### src/hdl/bmcd_pkg.sv
// ----------------------------------------------------------------------------
// bmcd_pkg
// Shared types, codes and constants of the button click detector.
// ----------------------------------------------------------------------------
package bmcd_pkg;

  localparam int unsigned TimeW    = 32;
  localparam int unsigned CountW   = 8;
  localparam int unsigned MsCfgW   = 16;
  localparam int unsigned CfgIdxW  = 8;
  localparam int unsigned CfgDataW = 16;

  localparam logic [MsCfgW-1:0] MinPressReset = 16'd50;
  localparam logic [MsCfgW-1:0] GapReset      = 16'd200;
  localparam logic [CountW-1:0] CountMax      = 8'hFF;

  // register indexes on the configuration channel
  localparam logic [CfgIdxW-1:0] RegAutoReset  = 8'd0;
  localparam logic [CfgIdxW-1:0] RegReportMode = 8'd1;
  localparam logic [CfgIdxW-1:0] RegMinPress   = 8'd2;
  localparam logic [CfgIdxW-1:0] RegGap        = 8'd3;

  typedef enum logic {
    OP_SAMPLE = 1'b0,
    OP_CLEAR  = 1'b1
  } op_e;

  typedef enum logic [1:0] {
    EV_NONE   = 2'd0,
    EV_SINGLE = 2'd1,
    EV_MULTI  = 2'd2
  } event_e;

  typedef enum logic [1:0] {
    RPT_NONE     = 2'd0,
    RPT_DURATION = 2'd1,
    RPT_COUNT    = 2'd2,
    RPT_BOTH     = 2'd3
  } report_e;

  typedef struct packed {
    logic              auto_reset;
    report_e           report_mode;
    logic [MsCfgW-1:0] min_press_ms;
    logic [MsCfgW-1:0] gap_ms;
  } cfg_t;

  typedef struct packed {
    op_e              opcode;
    logic             button_level;
    logic [TimeW-1:0] now_ms;
  } item_t;

  typedef struct packed {
    logic              is_pressed;
    event_e            event_kind;
    logic [CountW-1:0] click_count;
    logic [TimeW-1:0]  duration_ms;
    logic              report_valid;
  } result_t;

endpackage

### src/hdl/bmcd_if.sv
// ----------------------------------------------------------------------------
// bmcd channel interfaces
// Valid/ready channels for sample items, results and register writes.
// ----------------------------------------------------------------------------
interface bmcd_item_if;
  logic                      valid;
  logic                      ready;
  logic                      opcode;
  logic                      button_level;
  logic [bmcd_pkg::TimeW-1:0] now_ms;

  modport source (output valid, opcode, button_level, now_ms, input ready);
  modport sink   (input valid, opcode, button_level, now_ms, output ready);
  modport mon    (input valid, ready, opcode, button_level, now_ms);
endinterface

interface bmcd_result_if;
  logic                        valid;
  logic                        ready;
  logic                        is_pressed;
  logic [1:0]                  event_kind;
  logic [bmcd_pkg::CountW-1:0] click_count;
  logic [bmcd_pkg::TimeW-1:0]  duration_ms;
  logic                        report_valid;

  modport source (output valid, is_pressed, event_kind, click_count, duration_ms,
                  report_valid, input ready);
  modport sink   (input valid, is_pressed, event_kind, click_count, duration_ms,
                  report_valid, output ready);
  modport mon    (input valid, ready, is_pressed, event_kind, click_count,
                  duration_ms, report_valid);
endinterface

interface bmcd_cfg_if;
  logic                          valid;
  logic                          ready;
  logic [bmcd_pkg::CfgIdxW-1:0]  index;
  logic [bmcd_pkg::CfgDataW-1:0] data;

  modport source (output valid, index, data, input ready);
  modport sink   (input valid, index, data, output ready);
  modport mon    (input valid, ready, index, data);
endinterface

### src/hdl/bmcd_cfg.sv
// ----------------------------------------------------------------------------
// bmcd_cfg
// Configuration register bank, written over the register write channel.
// ----------------------------------------------------------------------------
module bmcd_cfg (
  input  logic           clk_i,
  input  logic           rst_ni,
  input  logic           wr_en_i,
  input  logic [7:0]     wr_idx_i,
  input  logic [15:0]    wr_data_i,
  output bmcd_pkg::cfg_t cfg_o
);
  import bmcd_pkg::*;

  cfg_t cfg_q, cfg_d;

  always_comb begin
    cfg_d = cfg_q;
    if (wr_en_i) begin
      case (wr_idx_i)
        RegAutoReset:  cfg_d.auto_reset   = wr_data_i[0];
        RegReportMode: cfg_d.report_mode  = report_e'(wr_data_i[1:0]);
        RegMinPress:   cfg_d.min_press_ms = wr_data_i[MsCfgW-1:0];
        RegGap:        cfg_d.gap_ms       = wr_data_i[MsCfgW-1:0];
        default:       cfg_d = cfg_q;
      endcase
    end
  end

  always_ff @(posedge clk_i or negedge rst_ni) begin
    if (!rst_ni) begin
      cfg_q.auto_reset   <= 1'b0;
      cfg_q.report_mode  <= RPT_NONE;
      cfg_q.min_press_ms <= MinPressReset;
      cfg_q.gap_ms       <= GapReset;
    end else begin
      cfg_q <= cfg_d;
    end
  end

  assign cfg_o = cfg_q;

endmodule

### src/hdl/bmcd_core.sv
// ----------------------------------------------------------------------------
// bmcd_core
// Detection state and the single-pass update for one item.
// ----------------------------------------------------------------------------
module bmcd_core (
  input  logic              clk_i,
  input  logic              rst_ni,
  input  logic              step_i,
  input  bmcd_pkg::item_t   item_i,
  input  bmcd_pkg::cfg_t    cfg_i,
  output bmcd_pkg::result_t result_o
);
  import bmcd_pkg::*;

  logic              held_q, held_d;
  logic [TimeW-1:0]  start_q, start_d;
  logic [TimeW-1:0]  rel_q, rel_d;
  logic [TimeW-1:0]  dur_q, dur_d;
  logic [CountW-1:0] clicks_q, clicks_d;
  event_e            pend_q, pend_d;

  // state after sampling the button
  logic              s_held;
  logic [TimeW-1:0]  s_start, s_rel, s_dur;
  logic [CountW-1:0] s_clicks;
  event_e            s_pend;
  logic [TimeW-1:0]  press_len;
  logic [TimeW-1:0]  gap_limit;
  logic              decide;
  logic              rpt_on;

  assign rpt_on    = (cfg_i.report_mode != RPT_NONE);
  assign press_len = item_i.now_ms - start_q;

  always_comb begin
    s_held   = held_q;
    s_start  = start_q;
    s_rel    = rel_q;
    s_dur    = dur_q;
    s_clicks = clicks_q;
    s_pend   = pend_q;
    if (!item_i.button_level && !held_q) begin
      s_start = item_i.now_ms;
      s_held  = 1'b1;
    end else if (item_i.button_level && held_q) begin
      s_rel  = item_i.now_ms;
      s_held = 1'b0;
      if (press_len > {{(TimeW-MsCfgW){1'b0}}, cfg_i.min_press_ms}) begin
        s_dur = press_len;
        if (clicks_q != CountMax) begin
          s_clicks = clicks_q + CountW'(1);
        end
      end
    end
    // gap end taken from the release time after this sample, wrapping before the compare
    gap_limit = s_rel + {{(TimeW-MsCfgW){1'b0}}, cfg_i.gap_ms};
    decide = !s_held && (s_clicks != '0) && (gap_limit < item_i.now_ms);
    if (decide) begin
      s_pend = (s_clicks == CountW'(1)) ? EV_SINGLE : EV_MULTI;
    end
  end

  always_comb begin
    held_d   = held_q;
    start_d  = start_q;
    rel_d    = rel_q;
    dur_d    = dur_q;
    clicks_d = clicks_q;
    pend_d   = pend_q;
    result_o = '0;
    if (item_i.opcode == OP_CLEAR) begin
      held_d   = 1'b0;
      start_d  = '0;
      rel_d    = '0;
      dur_d    = '0;
      clicks_d = '0;
      pend_d   = EV_NONE;
    end else if ((pend_q != EV_NONE) && rpt_on) begin
      // standing event is reported instead of sampling
      result_o.is_pressed   = cfg_i.auto_reset ? 1'b0 : held_q;
      result_o.event_kind   = pend_q;
      result_o.click_count  = clicks_q;
      result_o.duration_ms  = dur_q;
      result_o.report_valid = 1'b1;
      if (cfg_i.auto_reset) begin
        held_d   = 1'b0;
        start_d  = '0;
        rel_d    = '0;
        dur_d    = '0;
        clicks_d = '0;
        pend_d   = EV_NONE;
      end
    end else begin
      held_d   = s_held;
      start_d  = s_start;
      rel_d    = s_rel;
      dur_d    = s_dur;
      clicks_d = s_clicks;
      pend_d   = s_pend;
      result_o.is_pressed   = s_held;
      result_o.event_kind   = s_pend;
      result_o.click_count  = s_clicks;
      result_o.duration_ms  = s_dur;
      result_o.report_valid = decide && rpt_on;
      if (decide && rpt_on && cfg_i.auto_reset) begin
        held_d   = 1'b0;
        start_d  = '0;
        rel_d    = '0;
        dur_d    = '0;
        clicks_d = '0;
        pend_d   = EV_NONE;
      end
    end
  end

  always_ff @(posedge clk_i or negedge rst_ni) begin
    if (!rst_ni) begin
      held_q   <= 1'b0;
      start_q  <= '0;
      rel_q    <= '0;
      dur_q    <= '0;
      clicks_q <= '0;
      pend_q   <= EV_NONE;
    end else if (step_i) begin
      held_q   <= held_d;
      start_q  <= start_d;
      rel_q    <= rel_d;
      dur_q    <= dur_d;
      clicks_q <= clicks_d;
      pend_q   <= pend_d;
    end
  end

endmodule

### src/hdl/button_multi_click_detector_unit.sv
// ----------------------------------------------------------------------------
// button_multi_click_detector_unit
// Click and multi-click detection on timestamped active-low button samples.
// ----------------------------------------------------------------------------
// channel   dir  handshake    payload
// item_i    in   valid/ready  opcode, button_level, now_ms
// result_o  out  valid/ready  is_pressed, event_kind, click_count, duration_ms,
//                             report_valid
// cfg_i     in   valid/ready  index, data (always ready)
//
// One item per cycle sustained while the result is not stalled.
// Items pass an input register, the state update, then the result register.
// A stalled result holds the result register and, behind it, the input register.
// Reset clears the detection state and loads the register defaults.
// ----------------------------------------------------------------------------
module button_multi_click_detector_unit (
  input  logic          clk_i,
  input  logic          rst_ni,
  bmcd_item_if.sink     item_i,
  bmcd_result_if.source result_o,
  bmcd_cfg_if.sink      cfg_i
);
  import bmcd_pkg::*;

  cfg_t    cfg;
  item_t   item_q;
  logic    in_valid_q;
  result_t res_q, res_d;
  logic    out_valid_q;
  logic    advance;
  logic    step;

  assign advance      = !out_valid_q || result_o.ready;
  assign step         = in_valid_q && advance;
  assign item_i.ready = !in_valid_q || advance;
  assign cfg_i.ready  = 1'b1;

  bmcd_cfg u_cfg (
    .clk_i     (clk_i),
    .rst_ni    (rst_ni),
    .wr_en_i   (cfg_i.valid && cfg_i.ready),
    .wr_idx_i  (cfg_i.index),
    .wr_data_i (cfg_i.data),
    .cfg_o     (cfg)
  );

  bmcd_core u_core (
    .clk_i    (clk_i),
    .rst_ni   (rst_ni),
    .step_i   (step),
    .item_i   (item_q),
    .cfg_i    (cfg),
    .result_o (res_d)
  );

  always_ff @(posedge clk_i or negedge rst_ni) begin
    if (!rst_ni) begin
      in_valid_q <= 1'b0;
    end else if (item_i.ready) begin
      in_valid_q <= item_i.valid;
    end
  end

  always_ff @(posedge clk_i) begin
    if (item_i.valid && item_i.ready) begin
      item_q.opcode       <= op_e'(item_i.opcode);
      item_q.button_level <= item_i.button_level;
      item_q.now_ms       <= item_i.now_ms;
    end
  end

  always_ff @(posedge clk_i or negedge rst_ni) begin
    if (!rst_ni) begin
      out_valid_q <= 1'b0;
    end else if (advance) begin
      out_valid_q <= in_valid_q;
    end
  end

  always_ff @(posedge clk_i) begin
    if (step) begin
      res_q <= res_d;
    end
  end

  assign result_o.valid        = out_valid_q;
  assign result_o.is_pressed   = res_q.is_pressed;
  assign result_o.event_kind   = res_q.event_kind;
  assign result_o.click_count  = res_q.click_count;
  assign result_o.duration_ms  = res_q.duration_ms;
  assign result_o.report_valid = res_q.report_valid;

endmodule

### src/flat_wrapper.sv
// flat-port wrapper written by rule: the top's interface ports become plain ports
module button_multi_click_detector_unit_flat import bmcd_pkg::*;
  (clk_i, rst_ni, item_i_valid, item_i_opcode, item_i_button_level, item_i_now_ms, item_i_ready, result_o_valid, result_o_is_pressed, result_o_event_kind, result_o_click_count, result_o_duration_ms, result_o_report_valid, result_o_ready, cfg_i_valid, cfg_i_index, cfg_i_data, cfg_i_ready);
  bmcd_item_if item_i_i ();
  bmcd_result_if result_o_i ();
  bmcd_cfg_if cfg_i_i ();
  input  logic clk_i;
  input  logic rst_ni;
  input wire logic [$bits(item_i_i.valid)-1:0] item_i_valid;
  input wire logic [$bits(item_i_i.opcode)-1:0] item_i_opcode;
  input wire logic [$bits(item_i_i.button_level)-1:0] item_i_button_level;
  input wire logic [$bits(item_i_i.now_ms)-1:0] item_i_now_ms;
  output wire logic [$bits(item_i_i.ready)-1:0] item_i_ready;
  output wire logic [$bits(result_o_i.valid)-1:0] result_o_valid;
  output wire logic [$bits(result_o_i.is_pressed)-1:0] result_o_is_pressed;
  output wire logic [$bits(result_o_i.event_kind)-1:0] result_o_event_kind;
  output wire logic [$bits(result_o_i.click_count)-1:0] result_o_click_count;
  output wire logic [$bits(result_o_i.duration_ms)-1:0] result_o_duration_ms;
  output wire logic [$bits(result_o_i.report_valid)-1:0] result_o_report_valid;
  input wire logic [$bits(result_o_i.ready)-1:0] result_o_ready;
  input wire logic [$bits(cfg_i_i.valid)-1:0] cfg_i_valid;
  input wire logic [$bits(cfg_i_i.index)-1:0] cfg_i_index;
  input wire logic [$bits(cfg_i_i.data)-1:0] cfg_i_data;
  output wire logic [$bits(cfg_i_i.ready)-1:0] cfg_i_ready;
  assign item_i_i.valid = item_i_valid;
  assign item_i_i.opcode = item_i_opcode;
  assign item_i_i.button_level = item_i_button_level;
  assign item_i_i.now_ms = item_i_now_ms;
  assign item_i_ready = item_i_i.ready;
  assign result_o_valid = result_o_i.valid;
  assign result_o_is_pressed = result_o_i.is_pressed;
  assign result_o_event_kind = result_o_i.event_kind;
  assign result_o_click_count = result_o_i.click_count;
  assign result_o_duration_ms = result_o_i.duration_ms;
  assign result_o_report_valid = result_o_i.report_valid;
  assign result_o_i.ready = result_o_ready;
  assign cfg_i_i.valid = cfg_i_valid;
  assign cfg_i_i.index = cfg_i_index;
  assign cfg_i_i.data = cfg_i_data;
  assign cfg_i_ready = cfg_i_i.ready;
  button_multi_click_detector_unit u_core (.clk_i(clk_i), .rst_ni(rst_ni), .item_i(item_i_i), .result_o(result_o_i), .cfg_i(cfg_i_i));
endmodule
### config.mk
export PLATFORM = sky130hd
export DESIGN_NAME = button_multi_click_detector_unit_flat
export DESIGN_NICKNAME = d
export VERILOG_FILES = /design/src/hdl/bmcd_pkg.sv /design/src/hdl/bmcd_if.sv /design/src/hdl/bmcd_cfg.sv /design/src/hdl/bmcd_core.sv /design/src/hdl/button_multi_click_detector_unit.sv /design/src/flat_wrapper.sv
export SDC_FILE = /design/constraint.sdc
export NUM_CORES = 1
export LEC_CHECK = 0
export BUFFER_PORTS_ARGS = -buffer_cell sky130_fd_sc_hd__buf_2
export CAP_MARGIN = 15
export CORE_ASPECT_RATIO = 0.9
export CORE_MARGIN = 2
export CORE_UTILIZATION = 48
export CTS_CLUSTER_SIZE = 12
export DETAILED_ROUTE_END_ITERATION = 10
export HOLD_SLACK_MARGIN = 0.06
export PLACE_DENSITY = 0.69
export SYNTH_ARGS = -nofsm -noshare
export SYNTH_HDL_FRONTEND = slang
export SYNTH_SLANG_ARGS = --single-unit
### constraint.sdc
create_clock -name clk_i -period 13.47 [get_ports clk_i]
set_input_delay 2.0205 -clock clk_i [delete_from_list [all_inputs] [get_ports clk_i]]
set_output_delay 2.0205 -clock clk_i [all_outputs]
set_load 0.02 [all_outputs]
Yosys cells after proc, flatten, opt, wreduce, memory -nomap -nowiden
Cells that the tools add are included. W data, S select, Z words.

Register bits after elaboration: 222. Bits in read-only memories: 0. Memories: 0. Latch bits: 0. Input port bits: 63. RAM bits: 0. Output and inout bits: 47. Word-level logic and storage cells: 95.

Div/mod/pow operators: 0. Multiplexer cells: 37. Reductions and logical operators: 27. $mul: 0. Magnitude comparators: 2. $add $sub $neg: 3. Bitwise gates (word level): 0. Equal/unequal tests: 6. Shift operators: 0.

Operators with widths (count): $mux W32 (16); $mux W8 (8); $mux W44 (1); $add A32 B16 Y32 (1); $gt A32 B16 Y1 (1); $lt A32 B32 Y1 (1); $sub A32 B32 Y32 (1); $eq A8 B1 Y1 const B (2); $eq A8 B2 Y1 const B (2); $mux W2 (6); $reduce_and A2 Y1 (5); $logic_and A1 B1 Y1 (9); $add A8 B1 Y8 const B (1); $logic_not A8 Y1 (1); $ne A8 B8 Y1 const B (1); $reduce_bool A8 Y1 (1); $mux W1 (6); $logic_not A1 Y1 (5); $reduce_bool A2 Y1 (2); $reduce_bool A4 Y1 (1); $ne A3 B1 Y1 const B (1); $reduce_and A3 Y1 (1); $logic_or A1 B1 Y1 (2).

Logic depth before layout (Yosys ltp)
Gate-level depths: netlist of run 1.

Word-level depth: 13. Gate-level depth with buffers: 38. Gate-level depth less buffers: 33.

Modules after synthesis
A second synthesis of run 1 with hierarchy kept.

Cell total of the unflattened synthesis: 1305. Area, all modules: 13352.8 um2.

Modules (own cells, without submodules): bmcd_core (area an instance 9469.1 um2, sequential area each 2677.6 um2, times used 1, cells an instance 1138); button_multi_click_detector_unit (area an instance 2457.4 um2, sequential area each 2392.3 um2, times used 1, cells an instance 88); bmcd_cfg (area an instance 1426.4 um2, sequential area each 883.3 um2, times used 1, cells an instance 79).

Worst setup path before layout of run 1
Ideal clock, no wire load.

Path kind: register -> register. From: register u_core.item_q[32] (netlist bit). To: register u_core.u_core.start_q[0]. Stages on the path, launching flop included: 37. Arrival time: 6.954 ns. Setup time: 0.121 ns. Setup slack: 6.395 ns. Buffers on the path: 5. Data required time: 13.349 ns. Cell sequence: edfxtp_1 nand2_1 clkbuf_1 clkbuf_1 clkbuf_1 nand2_1 o21ai_0 ha_1 a21o_1 a21oi_1 o21bai_1 a21oi_1 o21bai_1 a21oi_1 nor2b_1 o21a_1 o41ai_1 o21ai_0 o211a_1 xnor2_1 ha_1 a21o_1 a21o_1 a21o_1 a21oi_1 nor2b_1 o21ai_0 nand2b_1 a221oi_1 o21ai_0 a41oi_1 a31o_2 a21oi_2 and2_1 buf_2 buf_2 a22o_1.

Longest elaborated chain between the ends: 11. Elaborated cells between the ends (all ways): 22.

Ends and longest elaborated chain: start, declared (line button_multi_click_detector_unit.sv:26) `item_t item_q;`; $logic_and A1 B1 Y1 / $logic_not A1 Y1 (equally long branches) (line bmcd_core.sv:45, bmcd_core.sv:42); $mux W32 (tied with other cells) (line bmcd_core.sv:45) `end else if (item_i.button_level && held_q) begin`; $mux W32 (tied with other cells) (line bmcd_core.sv:42) `if (!item_i.button_level && !held_q) begin`; $add A32 B16 Y32 (tied with other cells) (line bmcd_core.sv:56) `gap_limit = s_rel + {{(TimeW-MsCfgW){1'b0}}, cfg_i.gap_ms};`; $lt A32 B32 Y1 / $logic_and A1 B1 Y1 (equally long branches) (line bmcd_core.sv:57) `decide = !s_held && (s_clicks != '0) && (gap_limit < item_i.now_ms);`; $logic_and A1 B1 Y1 (line bmcd_core.sv:57); $logic_and A1 B1 Y1 (2 in a row) (line bmcd_core.sv:105) `if (decide && rpt_on && cfg_i.auto_reset) begin`; $mux W32 (line bmcd_core.sv:105); $mux W32 (line bmcd_core.sv:78) `end else if ((pend_q != EV_NONE) && rpt_on) begin`; $mux W32 (line bmcd_core.sv:71) `if (item_i.opcode == OP_CLEAR) begin`; end signal, assigned (line bmcd_core.sv:126) `start_q <= start_d;`; end, declared (line bmcd_core.sv:16) `logic [TimeW-1:0] start_q, start_d;`.

Several ways; a longest one is shown, not always the timed one. A chain may end at the register's enable or synchronous reset.

Worst setup path after layout of run 1
From: register u_core.item_q[32] (netlist bit). To: register u_core.u_core.dur_q[18].

Longest elaborated chain between the ends: 11. Elaborated cells between the ends (all ways): 22.

Ends and longest elaborated chain: $logic_and A1 B1 Y1 / $logic_not A1 Y1 (equally long branches) (line bmcd_core.sv:45, bmcd_core.sv:42); $mux W32 (tied with other cells) (line bmcd_core.sv:45); $mux W32 (tied with other cells) (line bmcd_core.sv:42); $add A32 B16 Y32 (tied with other cells) (line bmcd_core.sv:56); $lt A32 B32 Y1 / $logic_and A1 B1 Y1 (equally long branches) (line bmcd_core.sv:57); $logic_and A1 B1 Y1 (line bmcd_core.sv:57); $logic_and A1 B1 Y1 (2 in a row) (line bmcd_core.sv:105); $mux W32 (*) (line bmcd_core.sv:105); $mux W32 (*) (line bmcd_core.sv:78); $mux W32 (*) (line bmcd_core.sv:71); end signal, assigned (line bmcd_core.sv:128) `dur_q <= dur_d;`; end, declared (line bmcd_core.sv:18) `logic [TimeW-1:0] dur_q, dur_d;`.

Every way passes the cells marked *; elsewhere a longest branch is shown, timed or not.

==> impl_metrics.tcl, run 1 <==
set metrics [dict create \
    cp_slowest_cell "a41oi_1" \
    setup_tns_ns 0 \
    crit_type "reg2reg" \
    post_cts_resized 0 \
    cp_data_arrival_time_ns 8.28 \
    track_usage 0.225 \
    final-instance-count-excl-fill 1871 \
    drcViolationCount 0 \
    irDropWorstVdd_mv 0.0977 \
    clk_pin_slew_ns 0.07 \
    grt_pass1_wl_mm 53.8 \
    syn_to_final_growth_pct 12.9 \
    dr.pass1.iters 5 \
    num_rows 58 \
    grt-ovfl-total 0 \
    ys_types 77 \
    cts_max_level 1 \
    synth_edf_count 78 \
    worstHoldStart "u_core.u_core.rel_q[12]" \
    io_pins 110 \
    drv_cap 0 \
    r2r_start "u_core.item_q[32]" \
    wl_per_cell_um 17.9 \
    syn_area_per_cell_um2 9.67 \
    worstReg2RegEnd "u_core.u_core.dur_q[18]" \
    whs_ns 0.480 \
    hold_depth 2 \
    fin_crit_ns 7.91 \
    r2r_slack_ns 5.56 \
    clk_latency_ns 0.53 \
    clock-sinks 222 \
    synth_ff_type "dfrtp_1" \
    cts_root_buf "clkbuf_16" \
    hpwlAfterDp_mm 24.5 \
    internal-power_mw 1.52 \
    grt_max_degree 93 \
    core-area_um2 27900 \
    num_antenna_cells 0 \
    grt_setup_unrepaired "no" \
    fmax_mhz 126 \
    async_flop_share 0.649 \
    finalWirelength_mm 33.5 \
    vias_per_cell 5.79 \
    die_w_um 181 \
    path_max_fanout 48 \
    dr_total_vias 10842 \
    critical_path.most_common_cell "o21ai_0" \
    synth_area_um2 13600 \
    drtAntennaViolNets 0 \
    finalNetCount 1651 \
    synthesis.nets 1562 \
    setup_viol 0 \
    cp.required_ns 13.85 \
    slew_viol_final 0 \
    p_leak_nw 6.85 \
    status "completed" \
    relSlewSlack 0.313 \
    hold_viol_final 0 \
    worst_pin_slew_ns 1.02 \
    grt_pass1_vias 10046 \
    io_buffers 108 \
    ys_ff_latch 222 \
    hold_class "reg2reg" \
    finalCritPeriodShare 0.587 \
    cp_top_family "compound AO/OA/AOI/OAI gates" \
    ys_warn_count 0 \
    die_area_um2 29600 \
    clkPwrFrac 0.311 \
    pwr-share-comb 0.322 \
    crit_path_end_kind "flip-flop" \
    clock_path_buffers 3 \
    start_util 0.487 \
    drtIter0Drc 1021 \
    final.fill_count 2514 \
    crit_path_start_kind "flip-flop" \
    final_util 0.549 \
    reg2reg_depth 30 \
    cts_tree "yes" \
    cts_made_buffers 26 \
    cts_hold_buf 0 \
    dpl.cell_count 1823 \
    clock_skew_ns 0.0163 \
    p_sw_mw 0.792 \
    post_cts_buffers 0 \
    p_sw_frac 0.343 \
    synthCells 1402 \
    critPathBufInv 2 \
    die_y_um 163 \
    powerDensity_nw_per_um2 151 \
    drive_above_1_share 0.154 \
    synth-seq-area-share 0.439 \
    p_seq_frac 0.367 \
    holdPathEnd "u_core.u_core.rel_q[12]" \
    critPathMaxStageDelay_ns 0.56 \
    grt_antenna_before_repair 0 \
    place.gp.congestion 0.921 \
]
[worst max path at each step]
stage | to | slack, ns | from | cells past startpoint
global placement | u_core.u_core.start_q[24] | 5.62 | u_core.item_q[32] | 31
CTS | u_core.u_core.start_q[26] | 5.54 | u_core.item_q[32] | 31
finish | u_core.u_core.dur_q[18] | 5.56 | u_core.item_q[32] | 30
floorplan | u_core.u_core.start_q[0] | 6.39 | u_core.item_q[32] | 36
global route | u_core.u_core.dur_q[18] | 4.85 | u_core.item_q[32] | 30
detailed placement | u_core.u_core.start_q[26] | 5.60 | u_core.item_q[32] | 31
[worst min-delay path, cell delays in order, from the launching register on]
cell and delay (ns):
dfrtp_1 0.34, nand2_1 0.04, o21ai_0 0.06
[power by group through the flow]
stage	combinational, mW	clock (mW)	sequential, mW
after CTS	0.738	0.734	0.846
after detailed placement	0.734	0	0.858
after floorplan	0.515	0	0.862
after global placement	0.716	0	0.856
after global routing	0.825	0.762	0.857
final	0.744	0.718	0.847
[synth_stat cells (11+ instances only)]
cell	number	area (um2)
a211oi_1	25	188
a21o_1	36	270
a21oi_1	89	445
a22o_1	51	447
a32o_1	13	130
and3_1	16	100
buf_2	11	55.1
clkbuf_1	44	165
dfrtp_1	138	3450
edfxtp_1	78	2340
ha_1	95	1190
inv_1	104	390
mux2_2	35	394
mux2i_1	20	200
nand2_1	153	574
nand2b_1	13	81.3
nand3_1	31	155
nand4_1	13	81.3
nor2_1	93	349
nor3_1	23	115
o21a_1	12	90.1
o21ai_0	81	405
o21ai_1	15	75.1
xnor2_1	45	394
xor2_1	12	105
[cells in the final DEF (no fill, tap or decap), types with 35 or more instances in the layout]
master and n:
a21o_1 36, a21oi_1 89, a22o_1 51, buf_2 107, dfrtp_1 138, edfxtp_1 78
ha_1 95, inv_1 103, mux2_2 35, nand2_1 153, nor2_1 92, o21ai_0 80
xnor2_1 45
[stage by stage]
stage / instance area, um2 / power [mW] / setup slack (ns)
after floorplan: 13600 / 1.38 / 6.39
after detailed placement: 14400 / 1.59 / 5.60
after global routing: 15300 / 2.44 / 4.85
after CTS: 15300 / 2.32 / 5.54
after global placement: 14400 / 1.57 / 5.62
final: 15300 / 2.31 / 5.56
[flip-flops by register name (all words and copies together), names as in the netlist]
register / flops
u_core.in_valid_q: 1
u_core.item_q: 34
u_core.result_o.click_count: 8
u_core.result_o.duration_ms: 32
u_core.result_o.event_kind: 2
u_core.result_o.is_pressed: 1
u_core.result_o.report_valid: 1
u_core.result_o.valid: 1
u_core.u_cfg.cfg_o: 35
u_core.u_core.clicks_q: 8
u_core.u_core.dur_q: 32
u_core.u_core.held_q: 1
u_core.u_core.pend_q: 2
u_core.u_core.rel_q: 32
u_core.u_core.start_q: 32
[cell type report]
cell class	count	area (um2)	share of cell area
Clock inverter	15	146	0.00956
Inverter	104	390	0.0255
Multi-Input combinational cell	1015	6970	0.455
Clock buffer	33	738	0.0482
Timing Repair Buffer	122	659	0.0431
Sequential cell	222	5950	0.389
Tap cell	360	450	0.0294
[logic make-up (layout without fill, tap and decap cells)]
logic type | Yosys count | in the layout | synth area share
other | 1 | 1 | 0.000276
flip-flops | 222 | 222 | 0.439
buffers and inverters | 165 | 274 | 0.0481
XOR/XNOR | 57 | 57 | 0.0368
adder cells (fa/ha/maj) | 97 | 97 | 0.0906
AND/OR/NAND/NOR | 400 | 400 | 0.139
AO/OA/AOI/OAI | 405 | 405 | 0.203
multiplexers | 55 | 55 | 0.0438
[metal layers]
| layer | up-vias | wire length (um) | track usage |
|---|---|---|---|
| li1 | 5262 | - | - |
| met1 | 5186 | 16200 | 0.339 |
| met2 | 341 | 14400 | 0.343 |
| met3 | 53 | 2020 | 0.0283 |
| met4 | 0 | 878 | 0.0588 |
| met5 | - | 0 | 0 |
No activity file was read; power rests on OpenSTA's default activity.
==> run 2, diff against run 1 <==
==> constraint.sdc (replaced) <==
create_clock -name clk_i -period 7.5 [get_ports clk_i]
set_input_delay 1.125 -clock clk_i [delete_from_list [all_inputs] [get_ports clk_i]]
set_output_delay 1.125 -clock clk_i [all_outputs]
set_load 0.02 [all_outputs]
==> run 2 against run 1 <==
First-iteration DRC count is 19% lower. Core utilization is 0.35 points higher. Highest routed layer unchanged. Total power is 81% higher. Clock power is 80% higher. Critical endpoint is now u_core.u_core.dur_q[11]. Non-clock buffer count is 11 higher. Critical path depth is 6 lower. Worst hold slack worse by 0.0028 ns. Via count is 1.5% higher. Flip-flop and latch count stayed put. Combinational power is 84% higher.
==> impl_metrics.tcl, run 2 (synthesis results as in run 1) <==
set metrics [dict create \
    io_pins 110 \
    status "completed" \
    drtAntennaViolNets 0 \
    track_usage 0.233 \
    finalWirelength_mm 34.4 \
    start_util 0.487 \
    crit_path_start_kind "flip-flop" \
    clock_skew_ns 0.0147 \
    setup_tns_ns 0 \
    dr.pass1.iters 5 \
    drv_cap 0 \
    layout_common_cells "152 x nand2_1, 138 x dfrtp_1, 107 x buf_2" \
    setup_viol 0 \
    grt_antenna_before_repair 0 \
    worst_pin_slew_ns 1.08 \
    slew_viol_final 0 \
    hpwlAfterDp_mm 25.6 \
    grt_pass1_wl_mm 55.6 \
    clock-sinks 222 \
    cp.required_ns 7.96 \
    clk_pin_slew_ns 0.06 \
    clock_path_buffers 3 \
    path_max_fanout 18 \
    layout_commonest_cell "nand2_1" \
    num_rows 58 \
    place.gp.congestion 0.900 \
    fin_area_um2 15400 \
    die_w_um 181 \
    r2r_slack_ns 0.59 \
    r2r_start "u_core.item_q[8]" \
    placed_cell_area_um2 14500 \
    hold_viol_final 0 \
    reg2reg_depth 24 \
    irDropWorstVdd_mv 0.181 \
    crit_path_end_kind "flip-flop" \
    hold_class "reg2reg" \
    final_util 0.553 \
    cts_made_buffers 25 \
    dpl.cell_count 1829 \
    drtIter0Drc 823 \
    crit_start "u_core.item_q[8]" \
    cp_data_arrival_time_ns 7.36 \
    drcViolationCount 0 \
    cts_tree "yes" \
    final-instance-count-excl-fill 1880 \
    wl_per_cell_um 18.3 \
    num_antenna_cells 0 \
    io_buffers 108 \
    drive_above_1_share 0.160 \
    syn_to_final_growth_pct 13.6 \
    grt_max_degree 89 \
    cts_max_level 1 \
    p_leak_nw 6.89 \
    finalCritPeriodShare 0.921 \
    setup.worst_path.end "u_core.u_core.dur_q[11]" \
    dr_total_vias 11007 \
    worstReg2RegEnd "u_core.u_core.dur_q[11]" \
    powerDensity_nw_per_um2 272 \
    fin_crit_ns 6.91 \
    clk_latency_ns 0.52 \
    relSlewSlack 0.279 \
    cts_root_buf "clkbuf_16" \
    grt_setup_unrepaired "no" \
    grt-ovfl-total 0 \
    vias_per_cell 5.85 \
    crit_type "reg2reg" \
    die_y_um 163 \
    largest_reg_flops 35 \
    core-area_um2 27900 \
    finalNetCount 1661 \
    cts_hold_buf 0 \
    grt_pass1_vias 10564 \
    fmax_mhz 145 \
    die_area_um2 29600 \
]
==> run 2: worst min-delay path by stage <==
stage	from	endpoint	depth (start not counted)
after floorplan	u_core.u_core.rel_q[25]	u_core.u_core.rel_q[25]	2
after global placement	u_core.u_core.rel_q[25]	u_core.u_core.rel_q[25]	2
after detailed placement	u_core.u_core.rel_q[25]	u_core.u_core.rel_q[25]	2
after CTS	u_core.u_core.rel_q[25]	u_core.u_core.rel_q[25]	2
after global routing	u_core.u_core.rel_q[30]	u_core.u_core.rel_q[30]	1
final	u_core.u_core.rel_q[25]	u_core.u_core.rel_q[25]	2
==> run 2: where the power goes <==
| part | total, mW | leakage [nW] | switching [mW] | internal [mW] |
|---|---|---|---|---|
| Clock | 1.29 | 0.425 | 0.480 | 0.813 |
| Combinational | 1.37 | 3.77 | 0.854 | 0.518 |
| Sequential | 1.52 | 2.69 | 0.100 | 1.42 |
| Total | 4.19 | 6.89 | 1.43 | 2.75 |
==> run 2: critical path, stage by stage (launching register included) <==
cell       delay [ns]
edfxtp_1         0.48
ha_1             0.42
and3_1           0.26
a21boi_0         0.27
a21o_1           0.16
nor2_1           0.07
o21ai_0          0.30
a21boi_0         0.18
xnor2_1          0.49
ha_1             0.35
a21o_1           0.16
a21o_1           0.17
a21oi_1          0.18
o21ai_0          0.25
a21o_1           0.28
a2111oi_0        0.41
and4b_1          0.28
nand4_1          0.25
o211ai_1         0.26
o2bb2ai_1        0.19
nand4_2          0.20
and2_4           0.23
buf_4            0.14
nor3_4           0.60
a22o_1           0.26
==> run 2: final cells by class <==
type,count,area [um2]
Clock inverter,8,145
Timing Repair Buffer,133,738
Inverter,104,390
Sequential cell,222,5950
Tap cell,360,450
Clock buffer,38,736
Multi-Input combinational cell,1015,6990
Fill cell,2509,12500
==> run 2: timing repair <==
action / 4_1_cts / 5_1_grt
endpoints found under the setup margin: 0 / 107
gates resized for setup: 0 / 8
endpoints found under the hold margin: 0 / 0
buffers inserted: 0 / 4
==> run 2: metal layers <==
layer,global-route usage,wire [um]
met1,0.340,16600
met2,0.363,15100
met3,0.0285,1810
met4,0.0750,970
met5,0,0
==> run 2: stage by stage <==
step | worst slack [ns] | hold WS (ns) | total power, mW
2_1_floorplan | 0.425 | 0.448 | 2.47
3_3_place_gp | 0.188 | 0.460 | 2.84
6_report | 0.594 | 0.477 | 4.19
3_5_place_dp | 0.0572 | 0.470 | 2.88
4_1_cts | 0.0406 | 0.483 | 4.19
5_1_grt | 0.0255 | 0.504 | 4.43
==> run 3, diff against run 2 <==
==> constraint.sdc (replaced) <==
create_clock -name clk_i -period 7.5 [get_ports clk_i]
set_input_delay 0.375 -clock clk_i [delete_from_list [all_inputs] [get_ports clk_i]]
set_output_delay 0.375 -clock clk_i [all_outputs]
set_load 0.02 [all_outputs]
==> run 3 against run 2 <==
Critical path depth stayed put. Maximum frequency is 0.30% lower. Sequential share of layout area is 0.86 points lower. Clock-buffer cell count stayed put. Non-clock buffer count is 35 higher. First-iteration DRC count is 4.5% higher. Wire length is 1.2% higher. Clock skew is 0.0012 ns lower. Die area stayed put. Final cell count is 1.9% higher. Design area is 2.3% higher.
==> impl_metrics.tcl, run 3 (synthesis results as in run 1) <==
set metrics [dict create \
    status "completed" \
    drive_above_1_share 0.156 \
    fmax_mhz 144 \
    dr_total_vias 11145 \
    cp_data_arrival_time_ns 7.39 \
    cts_root_buf "clkbuf_16" \
    multi_input_area_um2 6990 \
    layout_common_cells "152 x nand2_1, 138 x dfrtp_1, 107 x buf_2" \
    grt_util_met3 0.0285 \
    setup.worst_path.end "u_core.u_core.dur_q[7]" \
    fin_crit_ns 6.93 \
    crit_path_end_kind "flip-flop" \
    r2r_slack_ns 0.57 \
    grt_busiest_layer "met2" \
    cts_tree "yes" \
    crit_type "reg2reg" \
    cp.required_ns 7.96 \
    relSlewSlack 0.284 \
    power_mw 4.20 \
    seqCellArea_um2 5950 \
    final.fill_count 2478 \
    vias_per_cell 5.82 \
    finalNetCount 1696 \
    drv_cap 0 \
    clock-sinks 222 \
    wl_per_cell_um 18.2 \
    num_rows 58 \
    syn_to_final_growth_pct 16.2 \
    finalCritPeriodShare 0.924 \
    finalWirelength_mm 34.8 \
    grt_antenna_before_repair 0 \
    drtAntennaViolNets 0 \
    drtIter0Drc 860 \
    die_w_um 181 \
    grt_pass1_vias 10722 \
    track_usage 0.236 \
    worstReg2RegEnd "u_core.u_core.dur_q[7]" \
    clk_pin_slew_ns 0.06 \
    layout_commonest_cell "nand2_1" \
    largest_reg_flops 35 \
    crit_start "u_core.item_q[8]" \
    worst_pin_slew_ns 1.07 \
    slew_viol_final 0 \
    core-area_um2 27900 \
    use_met1 0.342 \
    io_buffers 108 \
    dr.pass1.iters 5 \
    p_leak_nw 7.04 \
    die_area_um2 29600 \
    setup_tns_ns 0 \
    grt_pass1_wl_mm 56.2 \
    num_antenna_cells 0 \
    path_max_fanout 18 \
    start_util 0.487 \
    drcViolationCount 0 \
    grt-ovfl-total 0 \
    hpwlAfterDp_mm 25.6 \
    hold_viol_final 0 \
    clock_skew_ns 0.0135 \
    clk_latency_ns 0.52 \
    cts_made_buffers 25 \
    reg2reg_depth 24 \
    grt_setup_unrepaired "no" \
    crit_path_start_kind "flip-flop" \
    r2r_start "u_core.item_q[8]" \
    io_pins 110 \
    powerDensity_nw_per_um2 267 \
    grt_max_degree 89 \
    setup_viol 0 \
    die_y_um 163 \
    place.gp.congestion 0.900 \
    met2_usage 0.370 \
    clock_path_buffers 3 \
    irDropWorstVdd_mv 0.182 \
    hold_class "in2reg" \
    cts_max_level 1 \
]
-- run 3: changes by cell type in the layout (fill, tap and decap cells not counted), sizes merged --
cell / previous run / this run
dlygate4sd3: 0 / 35
-- run 3: routing by layer --
metal	vias to the layer above	share of wire
met5	-	0
met4	0	0.029
met3	67	0.054
met2	350	0.44
met1	5373	0.48
li1	5355	-
-- run 3: through the flow --
step	hold WS, ns	setup WS, ns	cell area [um2]	util	std cells
6_report	0.103	0.574	15800	0.565	1915
5_1_grt	0.0951	0.0255	15800	0.565	1915
4_1_cts	0.0843	0.0406	15700	0.563	1910
3_5_place_dp	0.470	0.0572	14500	0.519	1829
3_3_place_gp	0.460	0.188	14500	0.519	1828
2_1_floorplan	0.0794	0.425	13600	-	1402
-- run 3: worst min-delay path by stage --
stage / slack, ns / startpoint / to / cells past startpoint
after CTS: 0.08 / cfg_i_data[11] / u_core.u_cfg.cfg_o[27] / 2
after global routing: 0.1 / cfg_i_data[3] / u_core.u_cfg.cfg_o[19] / 2
final: 0.10 / cfg_i_data[8] / u_core.u_cfg.cfg_o[24] / 2
after global placement: 0.46 / u_core.u_core.rel_q[25] / u_core.u_core.rel_q[25] / 2
after detailed placement: 0.47 / u_core.u_core.rel_q[25] / u_core.u_core.rel_q[25] / 2
after floorplan: 0.08 / rst_ni / u_core.in_valid_q / 0
-- run 3: report_power, final --
group / switching, mW / internal (mW)
registers: 0.100 / 1.42
logic: 0.856 / 0.530
clock network: 0.480 / 0.813
total: 1.44 / 2.77
-- run 3: layout make-up --
| cell class | instances | share of cell area |
|---|---|---|
| multi-input cells | 1015 | 0.444 |
| flip-flops and latches | 222 | 0.378 |
| well taps | 360 | 0.0286 |
| inverters | 104 | 0.0248 |
| clock inverters | 8 | 0.00921 |
| clock buffers | 38 | 0.0467 |
| repair buffers | 168 | 0.0691 |
-- run 3: repair_timing --
action | CTS | global route
setup buffers | 0 | 4
endpoints found under the setup margin | 0 | 107
gates resized for setup | 0 | 8
hold buffers | 35 | 0
endpoints found under the hold margin | 115 | 0
-- run 3: critical path, stage by stage, from the launching register on --
cell       delay, ns
edfxtp_1        0.47
ha_1            0.41
and3_1          0.26
a21boi_0        0.28
a21o_1          0.16
nor2_1          0.07
o21ai_0         0.30
a21boi_0        0.18
xnor2_1         0.49
ha_1            0.35
a21o_1          0.16
a21o_1          0.17
a21oi_1         0.18
o21ai_0         0.24
a21o_1          0.28
a2111oi_0       0.42
and4b_1         0.28
nand4_1         0.25
o211ai_1        0.26
o2bb2ai_1       0.19
nand4_2         0.20
and2_4          0.22
buf_4           0.15
nor3_4          0.62
a22o_1          0.26
